$ cat config.mk
export PLATFORM = sky130hd
export DESIGN_NAME = indexed_ordered_set_list_core
export DESIGN_NICKNAME = d
export VERILOG_FILES = /design/src/sv/iosl_pkg.sv /design/src/sv/iosl_ram.sv /design/src/sv/indexed_ordered_set_list_core.sv
export SDC_FILE = /design/constraint.sdc
export NUM_CORES = 1
export LEC_CHECK = 0
export BUFFER_PORTS_ARGS = -buffer_cell sky130_fd_sc_hd__buf_2
export CAP_MARGIN = 20
export CORE_ASPECT_RATIO = 0.6
export CORE_MARGIN = 1
export CORE_UTILIZATION = 35
export CTS_CLUSTER_DIAMETER = 50
export DETAILED_ROUTE_END_ITERATION = 8
export GPL_ROUTABILITY_DRIVEN = 0
export SLEW_MARGIN = 20
export SYNTH_ARGS = -nofsm -noshare
export SYNTH_HDL_FRONTEND = slang
export SYNTH_SLANG_ARGS = --single-unit
$ cat constraint.sdc
create_clock -name clk_i -period 3.6 [get_ports clk_i]
set_input_delay 0.18 -clock clk_i [delete_from_list [all_inputs] [get_ports clk_i]]
set_output_delay 0.18 -clock clk_i [all_outputs]
set_load 0.005 [all_outputs]
$ cat src/sv/iosl_pkg.sv
// ----------------------------------------------------------------------------
// Indexed ordered set list package
// Widths, operation and status codes, and the link memory write port type.
// ----------------------------------------------------------------------------
`default_nettype none

package iosl_pkg;

  // ID and link width; ID 0 means "none" in a link or a head/tail register.
  localparam int unsigned IdW   = 6;
  localparam int unsigned Depth = 1 << IdW;
  localparam logic [IdW-1:0] MaxId  = 6'd63;
  localparam logic [IdW-1:0] NoneId = '0;

  // Stream beat widths, rounded up to whole bytes for tdata.
  localparam int unsigned DataW = 8;
  localparam int unsigned KindW = 2;
  localparam int unsigned StatW = 2;

  // Operation codes carried on the input tuser.
  localparam logic [KindW-1:0] KindAppend = 2'd0;
  localparam logic [KindW-1:0] KindRemove = 2'd1;
  localparam logic [KindW-1:0] KindDump   = 2'd2;

  // Result status codes carried on the output tuser.
  localparam logic [StatW-1:0] StRemoved = 2'd0;
  localparam logic [StatW-1:0] StFailed  = 2'd1;
  localparam logic [StatW-1:0] StEmpty   = 2'd2;
  localparam logic [StatW-1:0] StElement = 2'd3;

  // One write into a link memory.
  typedef struct packed {
    logic           en;
    logic [IdW-1:0] addr;
    logic [IdW-1:0] data;
  } ram_wr_t;

endpackage

`default_nettype wire

$ cat src/sv/iosl_ram.sv
// ----------------------------------------------------------------------------
// Link memory
// One write port and one read port with registered read data, one link per ID.
// ----------------------------------------------------------------------------
`default_nettype none

module iosl_ram (
  input  wire logic                   clk_i,
  input  wire iosl_pkg::ram_wr_t      wr_i,
  input  wire logic                   rd_en_i,
  input  wire logic [iosl_pkg::IdW-1:0] rd_addr_i,
  output logic      [iosl_pkg::IdW-1:0] rd_data_o
);
  import iosl_pkg::*;

  logic [IdW-1:0] mem_q [Depth];

  // Write port.
  always_ff @(posedge clk_i) begin
    if (wr_i.en) begin
      mem_q[wr_i.addr] <= wr_i.data;
    end
  end

  // Read port; the data holds until the next read.
  always_ff @(posedge clk_i) begin
    if (rd_en_i) begin
      rd_data_o <= mem_q[rd_addr_i];
    end
  end

endmodule

`default_nettype wire

$ cat src/sv/indexed_ordered_set_list_core.sv
// ----------------------------------------------------------------------------
// Indexed ordered set list core
// Arrival-ordered set of unique IDs kept as a doubly linked list in two link
// memories, with a presence bit per ID and head/tail registers.
// ----------------------------------------------------------------------------
//
//  Channel   Direction  tdata          tuser        tlast
//  s_axis    in         item_id [5:0]  kind [1:0]   -
//  m_axis    out        element_id     status [1:0] last result of the operation
//
//  An append holds the input through S_APP1 and S_APP2, a remove through S_RM1,
//  S_RM2 and S_RES, a failed remove or an empty dump through S_RES, and a dump
//  through S_DREAD and S_DEMIT per listed element, as each walk step waits on
//  the registered next-link read. Reset clears the presence bits, head and tail
//  at once; links need no clearing. The input is not ready while an operation
//  is in progress, and a full output register holds the result and the walk.
`default_nettype none

module indexed_ordered_set_list_core (
  input  wire logic                        clk_i,
  input  wire logic                        rst_ni,
  input  wire logic                        s_axis_tvalid,
  output logic                             s_axis_tready,
  input  wire logic [iosl_pkg::DataW-1:0]  s_axis_tdata,   // [5:0] item_id
  input  wire logic [iosl_pkg::KindW-1:0]  s_axis_tuser,   // [1:0] kind
  output logic                             m_axis_tvalid,
  input  wire logic                        m_axis_tready,
  output logic      [iosl_pkg::DataW-1:0]  m_axis_tdata,   // [5:0] element_id
  output logic      [iosl_pkg::StatW-1:0]  m_axis_tuser,   // [1:0] status
  output logic                             m_axis_tlast    // last
);
  import iosl_pkg::*;

  typedef enum logic [2:0] {
    S_IDLE,
    S_APP1,
    S_APP2,
    S_RM1,
    S_RM2,
    S_RES,
    S_DREAD,
    S_DEMIT
  } state_e;

  state_e           state_q;
  logic [Depth-1:0] present_q;
  logic [IdW-1:0]   head_q;
  logic [IdW-1:0]   tail_q;
  logic [IdW-1:0]   id_q;
  logic [IdW-1:0]   count_q;
  logic [StatW-1:0] res_q;

  logic [IdW-1:0] in_id;
  logic           in_valid_id;
  logic           accept;
  logic           out_free;
  logic           emit;
  logic           walk_last;

  ram_wr_t        next_wr;
  ram_wr_t        prev_wr;
  logic           next_rd_en;
  logic [IdW-1:0] next_rd_addr;
  logic           prev_rd_en;
  logic [IdW-1:0] next_rd_data;
  logic [IdW-1:0] prev_rd_data;

  assign in_id         = s_axis_tdata[IdW-1:0];
  assign in_valid_id   = (in_id != NoneId) && (in_id <= MaxId);
  assign s_axis_tready = (state_q == S_IDLE);
  assign accept        = s_axis_tvalid && s_axis_tready;
  assign out_free      = !m_axis_tvalid || m_axis_tready;
  assign emit          = out_free && ((state_q == S_RES) || (state_q == S_DEMIT));
  assign walk_last     = (next_rd_data == NoneId) || (count_q == MaxId - 6'd1);

  // Link memory port control per sequencer step.
  always_comb begin
    next_wr      = '0;
    prev_wr      = '0;
    next_rd_en   = 1'b0;
    next_rd_addr = id_q;
    prev_rd_en   = 1'b0;
    unique case (state_q)
      S_APP1: begin
        next_wr = '{en: 1'b1, addr: id_q, data: NoneId};
        prev_wr = '{en: 1'b1, addr: id_q, data: tail_q};
      end
      S_APP2: begin
        next_wr = '{en: (tail_q != NoneId), addr: tail_q, data: id_q};
      end
      S_RM1: begin
        next_rd_en = 1'b1;
        prev_rd_en = 1'b1;
      end
      S_RM2: begin
        next_wr = '{en: (prev_rd_data != NoneId), addr: prev_rd_data, data: next_rd_data};
        prev_wr = '{en: (next_rd_data != NoneId), addr: next_rd_data, data: prev_rd_data};
      end
      S_DREAD: begin
        next_rd_en = 1'b1;
      end
      default: begin
      end
    endcase
  end

  iosl_ram u_next_ram (
    .clk_i     (clk_i),
    .wr_i      (next_wr),
    .rd_en_i   (next_rd_en),
    .rd_addr_i (next_rd_addr),
    .rd_data_o (next_rd_data)
  );

  iosl_ram u_prev_ram (
    .clk_i     (clk_i),
    .wr_i      (prev_wr),
    .rd_en_i   (prev_rd_en),
    .rd_addr_i (id_q),
    .rd_data_o (prev_rd_data)
  );

  // Sequencer, list registers and the output register.
  always_ff @(posedge clk_i or negedge rst_ni) begin
    if (!rst_ni) begin
      state_q       <= S_IDLE;
      present_q     <= '0;
      head_q        <= NoneId;
      tail_q        <= NoneId;
      id_q          <= NoneId;
      count_q       <= '0;
      res_q         <= StRemoved;
      m_axis_tvalid <= 1'b0;
      m_axis_tdata  <= '0;
      m_axis_tuser  <= StRemoved;
      m_axis_tlast  <= 1'b0;
    end else begin
      // The output register fills on a new result and empties when taken.
      if (emit) begin
        m_axis_tvalid <= 1'b1;
      end else if (m_axis_tready) begin
        m_axis_tvalid <= 1'b0;
      end
      unique case (state_q)
        S_IDLE: begin
          if (accept) begin
            unique case (s_axis_tuser)
              KindAppend: begin
                id_q <= in_id;
                if (in_valid_id && !present_q[in_id]) begin
                  state_q <= S_APP1;
                end
              end
              KindRemove: begin
                id_q <= in_id;
                if (in_valid_id && present_q[in_id]) begin
                  state_q <= S_RM1;
                end else begin
                  res_q   <= StFailed;
                  state_q <= S_RES;
                end
              end
              KindDump: begin
                if (head_q == NoneId) begin
                  res_q   <= StEmpty;
                  state_q <= S_RES;
                end else begin
                  id_q    <= head_q;
                  count_q <= '0;
                  state_q <= S_DREAD;
                end
              end
              default: begin
              end
            endcase
          end
        end
        S_APP1: begin
          state_q <= S_APP2;
        end
        S_APP2: begin
          if (tail_q == NoneId) begin
            head_q <= id_q;
          end
          tail_q          <= id_q;
          present_q[id_q] <= 1'b1;
          state_q         <= S_IDLE;
        end
        S_RM1: begin
          state_q <= S_RM2;
        end
        S_RM2: begin
          if (prev_rd_data == NoneId) begin
            head_q <= next_rd_data;
          end
          if (next_rd_data == NoneId) begin
            tail_q <= prev_rd_data;
          end
          present_q[id_q] <= 1'b0;
          res_q           <= StRemoved;
          state_q         <= S_RES;
        end
        S_RES: begin
          if (out_free) begin
            m_axis_tdata  <= '0;
            m_axis_tuser  <= res_q;
            m_axis_tlast  <= 1'b1;
            state_q       <= S_IDLE;
          end
        end
        S_DREAD: begin
          state_q <= S_DEMIT;
        end
        S_DEMIT: begin
          if (out_free) begin
            m_axis_tdata  <= {{(DataW-IdW){1'b0}}, id_q};
            m_axis_tuser  <= StElement;
            m_axis_tlast  <= walk_last;
            id_q          <= next_rd_data;
            count_q       <= count_q + 6'd1;
            state_q       <= walk_last ? S_IDLE : S_DREAD;
          end
        end
        default: begin
          state_q <= S_IDLE;
        end
      endcase
    end
  end

endmodule

`default_nettype wire
==> results.txt, run 1 <==
The area of the die is 0.09874 mm². The routed length per placed instance came out at 26.40 µm. The worst hold path belongs to the class input port to flip-flop. After global routing the overflow that remains totals 0. The clock latency on the worst-skew pair came out at 0.65 ns. For this run, the slowest stage of the critical path takes 0.71 ns. Clock-pin slew was measured on the worst setup and hold paths at 0.06 ns. The pre-antenna-repair detailed-routing pass consisted of 6 iterations.

The number of different library cells in the post-synthesis netlist is 58. The period utilization came out at 0.9429. The worst IR drop on VDD came out at 0.4471 mV. The total number of placement rows is 88. The transition time at the pin with the least slew margin is 1.056 ns. The critical path in this run is classified as flip-flop to flip-flop. The count of pins over their slew limit came out at 0. After routing the design area is 0.03915 mm².

The share of the yosys chip area belonging to registers is 0.7623. The HPWL after detailed placement came out at 61960 µm. The all-layer global routing usage is 0.1939. A synthesized cell averages 15.52 µm². The relative slew slack is 0.2943. The number of CTS-inserted buffers is 75. The worst setup path is captured at a flip-flop. The clock passes through at most 3 buffers. In this run the static leakage power is 12.95 nW. The required time at the endpoint of the critical path came out at 3.86 ns. In this run the clock root is driven by a clkbuf_16. Entering global routing, the biggest net connects 66 pins. The worst register-to-register path ends at u_prev_ram.mem_q[47][3].

Measured along the x axis, the die boundary spans 405.0 µm. The total power per unit cell area came out at 788.9 mW/mm². The initial antenna violation count is 0. The number of global-route vias before repair came out at 20660. The async set-reset flop share out of synthesis came out at 0.1166.

Among all stages on the critical path, the largest delay is contributed by nor3_2. The first-pass GRT wire length is 141300 µm. In this run, synthesis inferred 780 flip-flops with an integrated enable. The count of nets left with antenna violations after detail routing is 0. 0 antenna diodes ended up in the layout. In this run the vertical extent of the chip is 243.8 µm.

The DRC violations left came out at 0. The register-to-register setup slack came out at 0.21 ns. The hold buffer count at CTS came out at 3.

TritonCTS built the clock tree. Traced cell by cell, the critical path runs through inv_1 > nor3_2 > a22oi_1 > nor2_1 > nand2_1 > nor2_1. The initial standard-cell utilization of the core is 0.3540. The flow ran to the end, and the final reports show no timing, DRC or antenna violations. The setup TNS after final layout came out at 0 ns. Counting the fill cells in the layout gives 8626. The detailed router's first-iteration violation count is 2950. The library cell appearing most often on the critical path is nor2_1. In the final layout, the share of cells above drive strength 1 is 0.1377.

The data arrival time of the worst path is 3.66 ns. The final net count is 2321. The number of top-level pins came out at 27. The setup fix buffers added after clock tree synthesis came out at 0.

The worst setup path startpoint is state_q[2]. Based on the critical path, the design can be clocked at up to 294.6 MHz. The worst register-to-register path begins at state_q[2]. Measured on the finished design, the core utilization comes to 0.4064. The worst clock skew is 0.02749 ns. The final route contains 21570 vias.

STA classifies the critical path startpoint as a flip-flop. The leading register cell type out of synthesis is edfxtp_1. The worst setup path endpoint is u_prev_ram.mem_q[47][3]. The synthesized flop and latch total is 883.

The final routed wirelength across all metal layers came out at 96770 µm. The post-synthesis cell count is 2197. The number of gates resized after cts is 0. The number of maximum-capacitance constraint violations is 0. Setup repair after global routing left no endpoint under its margin. The core region is 0.09634 mm². The cell area after synthesis came out at 0.03411 mm². Along the worst path, the maximum fanout reaches 12. The standard cell area after detailed placement is 0.03678 mm². The H-tree generated during clock tree synthesis spans 3 levels. The via-per-instance ratio is 5.884. The number of sinks driven by the clock tree came out at 883. The final critical delay including setup and external delays is 3.394 ns. The number of buffers added on ports came out at 22. The total setup violations reported at the end of the flow came out at 0. The relative area change from synthesis to final layout came out at 14.79%.

The count of cells along the worst register-to-register path came out at 6. The number of warnings reported in the yosys synthesis log came out at 0. The count of final hold-check violations is 0.
## state kept, by name, summed over array words and instances (netlist names), 6 cells and up, named ones only
| register | count |
|---|---|
| u_next_ram.mem_q | 384 |
| u_prev_ram.mem_q | 384 |
| count_q | 6 |
| head_q | 6 |
| id_q | 6 |
| m_axis_tdata | 6 |
| tail_q | 6 |
| u_next_ram.rd_data_o | 6 |
| u_prev_ram.rd_data_o | 6 |
## per-stage QoR
| step | hold slack (ns) | power, W | cells | setup slack (ns) |
|---|---|---|---|---|
| after CTS | 0.01758 | 0.03078 | 3665 | 0.3577 |
| after global placement | 0.2187 | 0.02270 | 3527 | 0.4584 |
| after detailed placement | 0.2241 | 0.02290 | 3527 | 0.3865 |
| after floorplan | -0.1156 | 0.01855 | 2198 | 0.8562 |
| final | 0.06638 | 0.03089 | 3665 | 0.2057 |
| after global routing | 0.09021 | 0.03202 | 3665 | 0.08991 |
## power breakdown
group	total [W]	internal, W	switching [W]	leakage [nW]
registers	0.0134	0.0129	0.000491	8.56
clock network	0.00797	0.00429	0.00368	1.15
logic	0.00948	0.00271	0.00678	3.24
total	0.0309	0.0199	0.0109	13.0
## kinds of logic (layout without fill, tap and decap cells)
logic type                 Yosys count  in the layout  share of synthesized area
buffers and inverters              165            327                    0.01900
and+or+nand+nor                    444            444                    0.06159
muxes                               30             30                    0.01445
other                                1              2                  0.0001099
AOI/OAI and AO/OA                  665            665                     0.1397
DFF                                883            883                     0.7623
adders and majority gates            5              5                   0.001834
xor gates and xnor gates             4              4                   0.001027
## worst max-delay path: cells and delay by family (launching register included)
kind | cells | cell delay (ns)
AOI/OAI and AO/OA | 1 | 0.40
DFF | 1 | 0.59
and+or+nand+nor | 4 | 1.88
buffers and inverters | 1 | 0.14
## cell usage after synthesis (all sizes together) (3+ instances only)
cell | n | area share
edfxtp | 780 | 0.69
a22oi | 366 | 0.081
nor2 | 169 | 0.019
clkbuf | 119 | 0.013
dfrtp | 103 | 0.076
a21oi | 95 | 0.014
nand2 | 95 | 0.010
a31oi | 85 | 0.016
nand4 | 78 | 0.014
nand3 | 42 | 0.0062
a22o | 39 | 0.010
buf | 37 | 0.0049
a221oi | 33 | 0.0085
o21ai | 16 | 0.0023
mux2i | 14 | 0.0041
mux4 | 13 | 0.0094
nor2b | 13 | 0.0024
nor3 | 10 | 0.0015
nor3b | 10 | 0.0025
inv | 9 | 0.00099
a21o | 8 | 0.0018
nand3b | 7 | 0.0015
a211oi | 6 | 0.0015
ha | 5 | 0.0018
and3 | 3 | 0.00055
and3b | 3 | 0.00077
mux2 | 3 | 0.00099
nand2b | 3 | 0.00055
xor2 | 3 | 0.00077
## final cells by class
| cell class | count | area (µm²) | share of cell area |
|---|---|---|---|
| clock inverter | 31 | 261.5 | 0.006679 |
| tap | 1305 | 1633 | 0.04171 |
| sequential | 883 | 26000 | 0.6641 |
| multi-input combinational | 1150 | 7564 | 0.1932 |
| timing repair buffer | 183 | 1579 | 0.04033 |
| inverter | 9 | 33.78 | 0.0008629 |
| clock buffer | 104 | 2081 | 0.05315 |
## routing by layer
| metal | vias to the layer above | part of all wire | track usage |
|---|---|---|---|
| li1 | 9137 | - | - |
| met1 | 10940 | 0.46 | 0.3094 |
| met2 | 1356 | 0.40 | 0.2517 |
| met3 | 133 | 0.13 | 0.06223 |
| met4 | 0 | 0.016 | 0.03788 |
| met5 | - | 0 | 0 |
## cells in the final DEF (no fill, tap or decap), types with 13 or more instances in the layout
master | Yosys | final
mux2i_1 | 14 | 14
a21oi_1 | 95 | 95
a22o_1 | 39 | 39
a221oi_1 | 33 | 33
buf_12 | 0 | 20
nor2b_1 | 13 | 13
nor2_1 | 169 | 166
o21ai_0 | 16 | 16
edfxtp_1 | 780 | 780
clkbuf_16 | 0 | 79
a22oi_1 | 366 | 366
buf_4 | 2 | 139
dfrtp_1 | 103 | 103
buf_2 | 5 | 21
clkbuf_1 | 119 | 24
nand4_1 | 78 | 78
a31oi_1 | 84 | 84
nand3_1 | 42 | 42
nand2_1 | 95 | 83
## how the worst min path moves through the flow
| stage | endpoint | slack [ns] | start | depth (start not counted) |
|---|---|---|---|---|
| 2_1_floorplan | asynchronous set/reset pin | -0.12 | rst_ni | 0 |
| 3_3_place_gp | m_axis_tvalid | 0.22 | rst_ni | 1 |
| 3_5_place_dp | m_axis_tvalid | 0.22 | rst_ni | 1 |
| 4_1_cts | id_q[5] | 0.02 | s_axis_tdata[5] | 5 |
| 5_1_grt | id_q[5] | 0.09 | s_axis_tdata[5] | 5 |
| 6_report | id_q[5] | 0.07 | s_axis_tdata[5] | 5 |
No activity file was read; power rests on OpenSTA's default activity.
==> run 2: changes to the inputs <==
==> constraint.sdc (replaced) <==
create_clock -name clk_i -period 3.6 [get_ports clk_i]
set_input_delay 0.54 -clock clk_i [delete_from_list [all_inputs] [get_ports clk_i]]
set_output_delay 0.54 -clock clk_i [all_outputs]
set_load 0.005 [all_outputs]
==> run 2 against run 1 <==
Critical path depth up 2. Hold slack improved by 0.24 ns. Clock skew grew 0.0069 ns. Final area is 1.5% higher. First-iteration DRC count rose by 7.6%. Core utilization up 0.60 points. Clock power up 6.0%. Fmax grew 8.0%. Global-route usage about the same. Register-to-register slack better by 0.25 ns. Routed wire length is 0.18% lower. Critical path type unchanged.
==> results.txt, run 2 (same netlist as run 1, synthesis figures left out) <==
The library cell used most frequently in the layout, excluding fill and tap cells, is edfxtp_1. The clock latency on the worst-skew pair is 0.68 ns. The worst pin sits at a relative slew slack of 0.2189.

Along the worst path, the maximum fanout reaches 11. The die width came out at 405.0 µm. The HPWL after detailed placement came out at 61910 µm. The H-tree depth reported by CTS is 3. The height of the die is 243.8 µm. The final routed wirelength across all metal layers is 96590 µm. The number of top-level pins is 27.

For this run, design rule violations remaining after detail routing come to 0. For the worst setup path, the data required time is 3.88 ns. The number of global-route vias before repair is 20750. The number of CTS-inserted buffers is 76. The tree is rooted in a clkbuf_16. TritonCTS built the clock tree. The final net count came out at 2378.

The first-pass iteration count of the detailed router came out at 6. The tool flagged a number of max-cap violations equal to 0. The number of cells in the finished layout apart from fillers came out at 3726. The slowest cell on the critical path is nor2_1. The count of final hold-check violations is 0. The critical path start-end classification is flip-flop to flip-flop. Setup repair after global routing left no endpoint under its margin. The final total power came out at 0.03150 W. Entering global routing, the biggest net connects 65 pins. In the global route stage, overall resource usage came out at 0.1937.

The data arrival time of the worst path came out at 3.43 ns. The tightest min-delay check is of the input port to flip-flop type. The maximum achievable frequency is 318.3 MHz. The number of filler instances in the final layout came out at 8560. The maximum root-to-sink buffer count came out at 3. The worst IR drop on VDD came out at 0.4554 mV. The count of nets left with antenna violations after detail routing came out at 0. The via-per-instance ratio came out at 5.820. Global routing finished with a remaining overflow of 0.

Of the available clock period, the critical path in the final layout requires 0.8728. The share of layout cells above drive strength 1 is 0.1620. The area of the die came out at 0.09874 mm². The total power per unit cell area is 792.9 mW/mm².

The number of sinks driven by the clock tree came out at 883. The first-pass GRT wire length is 141200 µm. After the first detailed-routing iteration, the DRC count stood at 3175. The flow ran to the end, and the final reports show no timing, DRC or antenna violations. The library cells used most frequently in the layout, excluding fill and tap cells, are edfxtp_1, a22oi_1, buf_4. The initial antenna violation count is 1. Setup violations remaining at the end of the flow were counted as 0.

The initial standard-cell utilization of the core came out at 0.3540. The clock input transition at the sequential cells of the worst setup and hold paths came out at 0.06 ns. The detailed-route via count came out at 21680. The count of pins over their slew limit is 0. The placed instance count is 3585.

The worst clock skew came out at 0.03438 ns. The transition time at the pin with the least slew margin is 1.165 ns. The worst setup path is launched from a flip-flop.

The final core area utilization came out at 0.4124. The number of buffers added on ports came out at 22. Summed over all cells, the static leakage comes to 13.33 nW.

In this run the core area contains 88 standard-cell rows. In this run, post-CTS repair resized a total of 0 instances. Traced cell by cell, the critical path runs through buf_4 > nor2b_1 > buf_4 > a22oi_1 > nor2_1 > a21oi_1 > nand3_1 > nor2_1. The region available for standard cell placement spans 0.09634 mm². The relative area change from synthesis to final layout is 16.49%.

The setup TNS after final layout came out at 0 ns. STA classifies the critical path endpoint as a flip-flop. The delay of the slowest cell on the worst path is 0.68 ns. In the final routed layout, each cell accounts on average for 25.92 µm. The largest registers in the layout are u_next_ram.mem_q x384, u_prev_ram.mem_q x384. The routed design could run at a clock period as short as 3.142 ns.
==> run 2: area by class of cell <==
type | count | area, µm² | share of cell area
multi-input combinational | 1150 | 7564 | 0.1904
antenna | 1 | 2.502 | 0.00006299
timing repair buffer | 239 | 1969 | 0.04957
tap | 1305 | 1633 | 0.04110
inverter | 9 | 33.78 | 0.0008503
sequential | 883 | 26000 | 0.6544
clock buffer | 99 | 2059 | 0.05184
clock inverter | 40 | 467.9 | 0.01178
==> run 2: per-layer routing <==
metal,share of wire,routed length [µm],global-route usage,vias up
li1,-,-,-,9220
met1,0.45,43630,0.3049,11040
met2,0.40,38960,0.2579,1298
met3,0.13,12600,0.06177,124
met4,0.014,1399,0.03487,0
met5,0,0,0,-
==> run 2: where the power goes <==
| part | internal, W | leakage [nW] | switching [W] |
|---|---|---|---|
| clock | 0.00466 | 1.23 | 0.00379 |
| combinational | 0.00280 | 3.54 | 0.00684 |
| sequential | 0.0129 | 8.56 | 0.000471 |
==> run 2: critical path: cells and delay by family, from the launching register on <==
kind / cells / cell delay (ns)
AND/OR/NAND/NOR: 4 / 1.44
AO/OA/AOI/OAI: 2 / 0.60
flip-flops: 1 / 0.38
buffers and inverters: 2 / 0.33
==> run 2: final timing paths <==
path | from | end | slack (ns) | depth (start not counted)
hold / removal | m_axis_tready | m_axis_tvalid | 0.31 | 3
hold reg to reg | m_axis_tuser[0] | m_axis_tuser[0] | 0.51 | 1
setup / recovery | state_q[2] | u_next_ram.mem_q[3][3] | 0.46 | 8
setup reg to reg | state_q[2] | u_next_ram.mem_q[3][3] | 0.46 | 8
max in group asynchronous | rst_ni | asynchronous set/reset pin | 2.41 | 3
min in group asynchronous | rst_ni | m_axis_tdata[4] | 0.43 | 2
==> run 2: per-stage QoR <==
step / area [µm²] / setup slack, ns / hold slack (ns)
4_1_cts: 39730 / 0.5664 / 0.2793
5_1_grt: 39730 / 0.3484 / 0.2994
2_1_floorplan: 34110 / 0.8562 / 0.2444
6_report: 39730 / 0.4579 / 0.3082
3_3_place_gp: 37190 / 0.6181 / 0.4948
3_5_place_dp: 37190 / 0.5690 / 0.5004
==> run 2: timing repair <==
item	4_1_cts	5_1_grt
setup buffers	0	0
hold endpoints to repair	42	0
hold buffers	1	0
